### config.mk
export PLATFORM = sky130hd
export DESIGN_NAME = ipv6_ext_header_order_checker_top
export DESIGN_NICKNAME = d
export VERILOG_FILES = /design/src/rtl/ieoc_pkg.sv /design/src/rtl/ieoc_step.sv /design/src/rtl/ipv6_ext_header_order_checker_top.sv
export SDC_FILE = /design/constraint.sdc
export NUM_CORES = 1
export LEC_CHECK = 0
export ABC_AREA = 1
export BUFFER_PORTS_ARGS = -buffer_cell sky130_fd_sc_hd__clkbuf_2
export CAP_MARGIN = 20
export CORE_MARGIN = 1
export CORE_UTILIZATION = 25
export DETAILED_ROUTE_END_ITERATION = 7
export GPL_TIMING_DRIVEN = 0
export PLACE_DENSITY = 0.46
export REMOVE_ABC_BUFFERS = 1
export SKIP_LAST_GASP = 1
export SLEW_MARGIN = 20
export SYNTH_ARGS = -nofsm -noshare
export SYNTH_HDL_FRONTEND = slang
export SYNTH_HIERARCHICAL = 1
export SYNTH_SLANG_ARGS = --single-unit
### constraint.sdc
create_clock -name clk -period 2.9 [get_ports clk]
set_input_delay 0 -clock clk [delete_from_list [all_inputs] [get_ports clk]]
set_output_delay 0 -clock clk [all_outputs]
set_load 0.1 [all_outputs]
### src/rtl/ieoc_pkg.sv
`default_nettype none
package ieoc_pkg;

	// protocol numbers
	localparam logic [7:0] T_HOP    = 8'd0;
	localparam logic [7:0] T_TCP    = 8'd6;
	localparam logic [7:0] T_UDP    = 8'd17;
	localparam logic [7:0] T_ROUTER = 8'd43;
	localparam logic [7:0] T_FRAG   = 8'd44;
	localparam logic [7:0] T_ESP    = 8'd50;
	localparam logic [7:0] T_AUTH   = 8'd51;
	localparam logic [7:0] T_ICMP6  = 8'd58;
	localparam logic [7:0] T_NONE   = 8'd59;
	localparam logic [7:0] T_DEST   = 8'd60;
	localparam logic [7:0] T_MOB    = 8'd135;
	localparam logic [7:0] T_HIP    = 8'd139;
	localparam logic [7:0] T_SHIM6  = 8'd140;
	localparam logic [7:0] T_EXP1   = 8'd253;
	localparam logic [7:0] T_EXP2   = 8'd254;

	// flag bits; bit 9 is the internal dest-before-router mark
	localparam logic [9:0] F_NONEXT = 10'h001;
	localparam logic [9:0] F_ESP    = 10'h002;
	localparam logic [9:0] F_AUTH   = 10'h004;
	localparam logic [9:0] F_DEST   = 10'h008;
	localparam logic [9:0] F_FRAG   = 10'h010;
	localparam logic [9:0] F_ROUTER = 10'h020;
	localparam logic [9:0] F_HOP    = 10'h040;
	localparam logic [9:0] F_UNREP  = 10'h080;
	localparam logic [9:0] F_UNSEQ  = 10'h100;
	localparam logic [9:0] F_DESTRT = 10'h200;

	// allowed predecessors per header kind
	localparam logic [9:0] PRE_HOP    = 10'h000;
	localparam logic [9:0] PRE_DESTRT = PRE_HOP | F_HOP;
	localparam logic [9:0] PRE_ROUTER = PRE_DESTRT | F_DESTRT;
	localparam logic [9:0] PRE_FRAG   = PRE_ROUTER | F_ROUTER;
	localparam logic [9:0] PRE_AUTH   = PRE_FRAG | F_FRAG;
	localparam logic [9:0] PRE_ESP    = PRE_AUTH | F_AUTH;
	localparam logic [9:0] PRE_DEST   = PRE_ESP | F_ESP;

	localparam logic [15:0] HDR_UNIT = 16'd8;

	typedef struct packed {
		logic        start_req;
		logic [7:0]  curr_hdr;
		logic [7:0]  ext_next_hdr;
		logic [7:0]  ext_len_byte;
		logic [15:0] remaining_len;
	} hdr_t;

	typedef struct packed {
		logic [7:0]  next_type;
		logic [11:0] consumed_len;
		logic [7:0]  upper_proto;
		logic [8:0]  exthdr_flags;
		logic        last;
	} res_t;

endpackage
`default_nettype wire

### src/rtl/ieoc_step.sv
`default_nettype none
module ieoc_step (
	input  var ieoc_pkg::hdr_t hdr,
	input  wire logic [9:0]    seen,
	output var ieoc_pkg::res_t res,
	output logic [9:0]         seen_nxt
);
	import ieoc_pkg::*;

	function automatic logic is_ignored(input logic [7:0] t);
		return t == T_MOB || t == T_HIP || t == T_SHIM6 || t == T_EXP1 || t == T_EXP2;
	endfunction

	function automatic logic is_ext(input logic [7:0] t);
		return t == T_HOP || t == T_ROUTER || t == T_FRAG || t == T_ESP ||
			t == T_AUTH || t == T_DEST || is_ignored(t);
	endfunction

	function automatic logic [9:0] mark(input logic [9:0] s, input logic [9:0] b,
		input logic [9:0] pre);
		logic [9:0] r;
		r = s;
		if ((s & ~(b | pre)) != 10'd0)
			r = r | F_UNSEQ;
		if ((s & b) != 10'd0)
			r = r | F_UNREP;
		return r | b;
	endfunction

	logic [9:0]  s0;
	logic [9:0]  s1;
	logic [11:0] hlen;
	logic        known;
	logic        walk;

	assign s0 = hdr.start_req ? 10'd0 : seen;
	assign hlen = (hdr.curr_hdr == T_FRAG) ? HDR_UNIT[11:0]
		: ({1'b0, hdr.ext_len_byte, 3'b000} + HDR_UNIT[11:0]);

	always_comb begin
		s1    = s0;
		known = 1'b1;
		walk  = 1'b0;
		res.next_type    = T_NONE;
		res.consumed_len = 12'd0;
		res.upper_proto  = 8'd0;
		if (hdr.curr_hdr == T_NONE) begin
			walk = 1'b0;
		end else if (hdr.curr_hdr == T_TCP || hdr.curr_hdr == T_UDP ||
			hdr.curr_hdr == T_ICMP6) begin
			res.upper_proto = hdr.curr_hdr;
		end else if (hdr.remaining_len < HDR_UNIT) begin
			walk = 1'b0;
		end else begin
			walk = 1'b1;
			case (hdr.curr_hdr)
				T_HOP: begin
					s1 = mark(s0, F_HOP, PRE_HOP);
				end
				T_DEST: begin
					if (hdr.ext_next_hdr == T_ROUTER)
						s1 = mark(s0, F_DESTRT, PRE_DESTRT);
					else if (!is_ext(hdr.ext_next_hdr))
						s1 = mark(s0, F_DEST, PRE_DEST);
					else
						s1 = s0 | F_DEST | F_UNSEQ | (((s0 & F_DEST) != 10'd0) ? F_UNREP : 10'd0);
				end
				T_ROUTER: s1 = mark(s0, F_ROUTER, PRE_ROUTER);
				T_FRAG:   s1 = mark(s0, F_FRAG, PRE_FRAG);
				T_AUTH:   s1 = mark(s0, F_AUTH, PRE_AUTH);
				T_ESP:    s1 = mark(s0, F_ESP, PRE_ESP);
				default:  known = is_ignored(hdr.curr_hdr);
			endcase
			if (walk && known && ({4'b0, hlen} <= hdr.remaining_len)) begin
				res.consumed_len = hlen;
				res.next_type    = hdr.ext_next_hdr;
			end
		end
		seen_nxt = s1;
		if (s1 == 10'd0)
			res.exthdr_flags = F_NONEXT[8:0];
		else if (s1[9])
			res.exthdr_flags = s1[8:0] | F_DEST[8:0];
		else
			res.exthdr_flags = s1[8:0];
		res.last = (res.next_type == T_NONE);
	end

endmodule
`default_nettype wire

### src/rtl/ipv6_ext_header_order_checker_top.sv
`default_nettype none
// IPv6 extension-header chain walker.
// Feed one header per request on the hdr channel (valid/ready); set
// start_req on the first header after the base header to clear the
// accumulated flags. Each request gives exactly one result on the res
// channel: next header type (59 when the walk ends), bytes consumed,
// upper-layer protocol and the OpenFlow ext-header flag summary.
// Throughput: one request per cycle unless res_ready stalls the output;
// the flag update for each header is a single combinational pass between
// the input stage and the result register, with the flag register
// written as the request moves on. When res_ready is low the result
// register holds and the input stage still takes one more request;
// hdr_ready drops only when both are full. Reset clears both stage
// valids and the flags; no result is pending.
module ipv6_ext_header_order_checker_top (
	input  wire logic          clk,
	input  wire logic          arst_n,
	input  wire logic          hdr_valid,
	output logic               hdr_ready,
	input  var ieoc_pkg::hdr_t hdr,
	output logic               res_valid,
	input  wire logic          res_ready,
	output var ieoc_pkg::res_t res
);
	import ieoc_pkg::*;

	logic       valid_s1;
	hdr_t       hdr_s1;
	logic       valid_s2;
	res_t       res_s2;
	logic [9:0] seen_q;
	res_t       step_res;
	logic [9:0] seen_nxt;
	logic       adv;

	ieoc_step u_step (
		.hdr      (hdr_s1),
		.seen     (seen_q),
		.res      (step_res),
		.seen_nxt (seen_nxt)
	);

	assign adv       = valid_s1 && (!valid_s2 || res_ready);
	assign hdr_ready = !valid_s1 || adv;

	always_ff @(posedge clk or negedge arst_n) begin
		if (!arst_n) begin
			valid_s1 <= 1'b0;
			valid_s2 <= 1'b0;
			seen_q   <= 10'd0;
		end else begin
			if (hdr_ready)
				valid_s1 <= hdr_valid;
			if (adv) begin
				valid_s2 <= 1'b1;
				seen_q   <= seen_nxt;
			end else if (res_ready) begin
				valid_s2 <= 1'b0;
			end
		end
	end

	always_ff @(posedge clk) begin
		if (hdr_ready && hdr_valid)
			hdr_s1 <= hdr;
		if (adv)
			res_s2 <= step_res;
	end

	assign res_valid = valid_s2;
	assign res       = res_s2;

endmodule
`default_nettype wire

---- After elaboration in Yosys (flattened, before gate mapping) ----
Cells that the tools add are included.
W data, S select, Z words.
word-level totals
  register bits ........................... 91
  word-level logic and storage cells ...... 116
cells by class
  $add $sub $neg .......................... 1
  order comparisons ....................... 2
  eq/ne operators ......................... 25
  mux-type cells .......................... 35
  bitwise logic cells ..................... 3
  reduce and logical (&&, ||, !) cells .... 37
operator list
  kind                     count
  $eq A8 B6 Y1 const B     13
  $eq A8 B8 Y1 const B     10
  $mux W8                  9
  $reduce_bool A10 Y1      7
  $mux W9                  7
  $mux W10                 6
  $mux W20                 3
  $pmux W10 S6             1
  $mux W28                 1
  $logic_or A1 B1 Y1       18
  $le A12 B16 Y1           1
  $logic_not A8 Y1         2
  $lt A16 B4 Y1 const B    1
  $add A11 B4 Y12 const B  1
  $mux W12                 1
  $logic_not A10 Y1        1
  $or A10 B8 Y10           1
  $eq A8 B3 Y1 const B     1
  $eq A8 B5 Y1 const B     1
  $mux W1                  6
  $reduce_or A6 Y1         1
  $mux W4                  1
  $reduce_or A4 Y1         1
  $logic_and A1 B1 Y1      3
  other kinds (4)          6

---- Depth between registers and ports, before layout ----
  depth in word-level cells ............... 15
  gate-level depth with buffers ........... 21

---- Hierarchy ----
Netlist, hierarchy kept.
by module, submodules not included
  module                             instances  cells an instance  area each (sq um)  seq. area each (sq um)
  ipv6_ext_header_order_checker_top  1          133                2864.0             2672.6
  ieoc_step                          1          355                1726.7             0.0

---- Worst setup path after synthesis ----
Ideal clock, no wire load.
  kind .................................... reg2reg
  start point ............................. register valid_s2, in the netlist res_valid
  end point ............................... register hdr_s1[0] (netlist name) (enable)
  library setup time ...................... 0.442 ns
  arrival ................................. 2.737 ns
  required time ........................... 2.458 ns
  setup slack ............................. -0.279 ns
  stages on the path, launching flop included .. 4
  path buffers ............................ 0
  clock period less this slack ............ 3.179 ns
  cells stage by stage .................... dfrtp_1 -> nand3_1 -> nand2_1 -> inv_1
between the ends
  cells in the longest elaborated chain, start to end .. 5
RTL lines
  what                      line                                     RTL
  start: declaration        ipv6_ext_header_order_checker_top.sv:29  logic valid_s2;
  start signal: assignment  ipv6_ext_header_order_checker_top.sv:49  valid_s2 <= 1'b0;
  start signal: assignment  ipv6_ext_header_order_checker_top.sv:55  valid_s2 <= 1'b1;
  start signal: assignment  ipv6_ext_header_order_checker_top.sv:58  valid_s2 <= 1'b0;
  $logic_not A1 Y1          ipv6_ext_header_order_checker_top.sv:43  assign adv = valid_s1 && (!valid_s2 || res_ready);
  $logic_or A1 B1 Y1        ipv6_ext_header_order_checker_top.sv:43
  $logic_and A1 B1 Y1       ipv6_ext_header_order_checker_top.sv:43
  $logic_or A1 B1 Y1        ipv6_ext_header_order_checker_top.sv:44  assign hdr_ready = !valid_s1 || adv;
  via hdr_ready             ipv6_ext_header_order_checker_top.sv:19  output logic hdr_ready,
  $logic_and A1 B1 Y1       ipv6_ext_header_order_checker_top.sv:64  if (hdr_ready && hdr_valid)
  end signal: assignment    ipv6_ext_header_order_checker_top.sv:65  hdr_s1 <= hdr;
  end: declaration          ipv6_ext_header_order_checker_top.sv:28  hdr_t hdr_s1;
The timed path passes the listed nets, and every way through them passes these cells.
A chain may end at the register's enable or synchronous reset.

==> results by group <==
Power and ir drop
  – Peak VDD IR: 0.2571 mV
  – Tot Pwr: 0.003799 W
  – Clock power share: 0.329
  – Comb pwr share: 0.244
  – Sequential Power Share: 0.427
  – Switching power: 0.001266 W
  – Leakage: 3.122 nW
  – Internal: 0.002532 W
  – Net Sw Frac: 0.3334
  – PwrDens: 598.7 nW/um^2

STA
  – Final hold vios: 0
  – Tcrit/Tclk final: 0.9358
  – Worst Tran Pin Value: 0.5697 ns
  – Endpoints failing setup: 0
  – Fin crit period: 2.714 ns
  – Slew headroom: 0.6218
  – RSZ-0062 raised after global routing: true
  – FMAX: 368.5 MHz
  – Final Hold Slack: 0.09132 ns
  – Clk_skew: 0.009964 ns
  – Slew Limit Fails: 0

Yosys
  – Share of the synthesized area in the top cell type: 0.5168
  – Synth unique cells: 33
  – Post-synthesis sequential area ratio: 0.5822
  – Post-Syn Instances: 488
  – Yosys top cell by area: edfxtp_1
  – EDFF count, synth: 79
  – Synth Cell Area: 4591 sq um
  – Synth Warn #: 6
  – Top cells by area, synth: edfxtp_1, nand2_1, dfrtp_1, inv_1, nor2_1
  – Flop and latch count out of synthesis: 91
  – Synth Flop Type: edfxtp_1
  – Post-Synthesis Mean Instance Area: 9.407 sq um
  – Ys async rst share: 0.1319

Critical path
  – CP bufs+invs: 5
  – Reg2reg start: hdr_s1[33]
  – Cell family with most CP delay: simple AND/OR/NAND/NOR gates
  – Worst Path Max Fanout: 8
  – R2r worst-path depth: 20
  – Reg2reg end: res[0]
  – Slowest CP cell: edfxtp_1
  – Startpoint Class: flip-flop
  – CP cell instances: inv_2 > nand2_4 > nor2_4 > nand2_4 > clkinv_8 > nor2_1 > nand2_1 > inv_1 > ha_4 > nand2_2 > nor2_4 > nand4_1 > o21bai_1 > inv_1 > nand2_2 > nand3_4 > inv_4 > o21ai_2 > nand2_1 > nor2_1
  – Critical Path Max Stage Delay: 0.44 ns
  – WS Path Type: flip-flop to flip-flop
  – Worst EP required: 3.00 ns
  – CP arrival: 2.81 ns
  – CP Capture Type: flip-flop
  – Flop2flop setup slack: 0.19 ns

Floorplanning
  – CORE AREA: 17,960 sq um
  – Die area: 18,910 sq um
  – Top Ports: 85
  – Standard-cell rows: 49
  – Initial Util: 0.2556
  – Die Span X: 137.5 um
  – Die height: 137.5 um

Global route
  – Antenna violations before repair: 0
  – Grt ovf: 0
  – All-Layer GR Usage: 0.1219
  – First-pass GRT wire length: 17,220 um
  – Largest net degree at the start of global routing: 33
  – Vias in the first global route: 3,505

Worst hold path
  – Type of the most critical hold path: input port to async pin

Final layout
  – Synthesis-to-finish area growth: 38.21%
  – Share of layout cells above drive strength 1: 0.2929
  – Layout Nets: 702
  – Ant diodes: 0

CTS
  – Inserted Clock Buffers: 9
  – CTS tree: done
  – Clk sinks: 91
  – Clock insertion delay at the later pin of the skew report: 0.34 ns
  – Clock Path Buffers: 2
  – Clk slew on worst S/H paths: 0.07 ns
  – Root Buffer: clkbuf_16
  – H-tree depth: 3

Routing
  – Number of remaining DRC errors: 0
  – DR pass1 iterations: 4
  – Vias per inst: 4.107
  – Vias: 3,618
  – Starting DRT DRC Count: 171
  – Wire per inst: 12.49 um
  – Routed WL: 11,000 um
  – Routed Antenna Nets: 0

Placed design
  – Hpwl dp: 8194 um
  – RePlAce Congestion: 0.8077
  – # port buffers: 84

Flow run
  – Max_cap viols: 0

Outcome
  – Status: finished, final reports clean
==> registers in the layout, indices dropped and copies added (netlist names) <==
register	count
res	38
res_valid	1
valid_s1	1
hdr_s1	41
seen_q	10
==> power groups by stage <==
stage | combinational, W | sequential, W | clock, W
final | 0.000928 | 0.00162 | 0.00125
after global routing | 0.000990 | 0.00163 | 0.00135
after CTS | 0.000897 | 0.00162 | 0.00130
after detailed placement | 0.000836 | 0.00165 | 0
after global placement | 0.000812 | 0.00166 | 0
after floorplan | 0.000221 | 0.00208 | 0
==> kinds of logic after synthesis <==
family                   count (synthesis)  synth area share
flip-flops                              91            0.5822
buffers and inverters                   90           0.08395
adder cells (fa/ha/maj)                 10           0.02726
AND/OR/NAND/NOR                        271            0.2736
other                                    1         0.0008169
AO/OA/AOI/OAI                           25           0.03216
==> what timing repair did <==
| item | CTS | global route |
|---|---|---|
| hold endpoints to repair | 54 | 0 |
| pin swaps | 0 | 16 |
| hold buffers | 44 | 0 |
| buffers inserted | 5 | 18 |
| resized for setup | 2 | 30 |
| cloned | 0 | 1 |
| setup endpoints to repair | 10 | 18 |
==> worst max path at each step <==
stage	from	end	slack, ns	cells past startpoint
floorplan	res_valid	hdr_s1[0]	-0.28	3
global placement	hdr_s1[16]	res[0]	-0.24	19
detailed placement	hdr_s1[16]	res[0]	-0.25	19
CTS	hdr_s1[33]	res[0]	0.009	20
global route	hdr_s1[16]	res[0]	-0.05	19
finish	hdr_s1[33]	res[0]	0.19	20
==> worst register-to-register path, delay by kind of cell (launching register included) <==
| kind | cells | cell delay (ns) |
|---|---|---|
| simple gates | 12 | 1.05 |
| buf+inv | 5 | 0.50 |
| flops | 1 | 0.44 |
| fa+ha+maj | 1 | 0.27 |
| compound gates | 2 | 0.21 |
==> cell usage in the layout, fill, tap and decap left out, drive strengths merged, types with 6 or more instances in the layout <==
cell and instances:
o21ai 9, nor2 69, buf 25, nand3 31
ha 10, nand2 148, inv 79, clkbuf 94
a21oi 11, nor3 10, dlygate4sd3 44, dfrtp 12
edfxtp 79, nand4 6
==> routing by layer <==
layer | routed length [um] | GRT usage | up-vias
met5 | 0 | 0 | -
met1 | 4942 | 0.1462 | 1658
met2 | 5500 | 0.2102 | 73
met3 | 456 | 0.03017 | 7
met4 | 102 | 0.04335 | 0
li1 | - | - | 1880
==> synth_stat cells (2+ instances only) <==
cell	count
nand3_1	28
nor2_4	5
nand2_2	14
dfrtp_1	12
buf_4	8
nor4_1	2
nor3_1	7
ha_1	10
nand3b_1	4
o21ai_0	8
inv_2	8
buf_6	2
a21oi_2	2
nand4_1	6
a21oi_1	9
nand2_1	132
inv_1	71
nand3_2	2
nor2_2	4
nor3_2	3
nor2_1	60
nand2_4	2
edfxtp_1	79
==> through the flow <==
stage	worst slack, ns	instance area (sq um)	std cells	util	TNS (ns)
global route	-0.04511	6345	881	0.3532	-0.07716
global placement	-0.2367	5230	795	0.2911	-0.8437
finish	0.1861	6345	881	0.3532	0
detailed placement	-0.2526	5270	797	0.2934	-1.026
floorplan	-0.2791	4523	482	-	-11.44
CTS	0.009418	6075	862	0.3382	0
==> layout make-up <==
cell class                 instances  area, sq um
clock inverter                     6        90.09
timing repair inverter             1        7.507
fill                            1843        11620
clock buffer                      10        229.0
sequential                        91         2673
multi-input combinational        311         1658
tap                              229        286.5
inverter                          80        315.3
timing repair buffer             153         1086
Power figures use the tool's default switching activity.
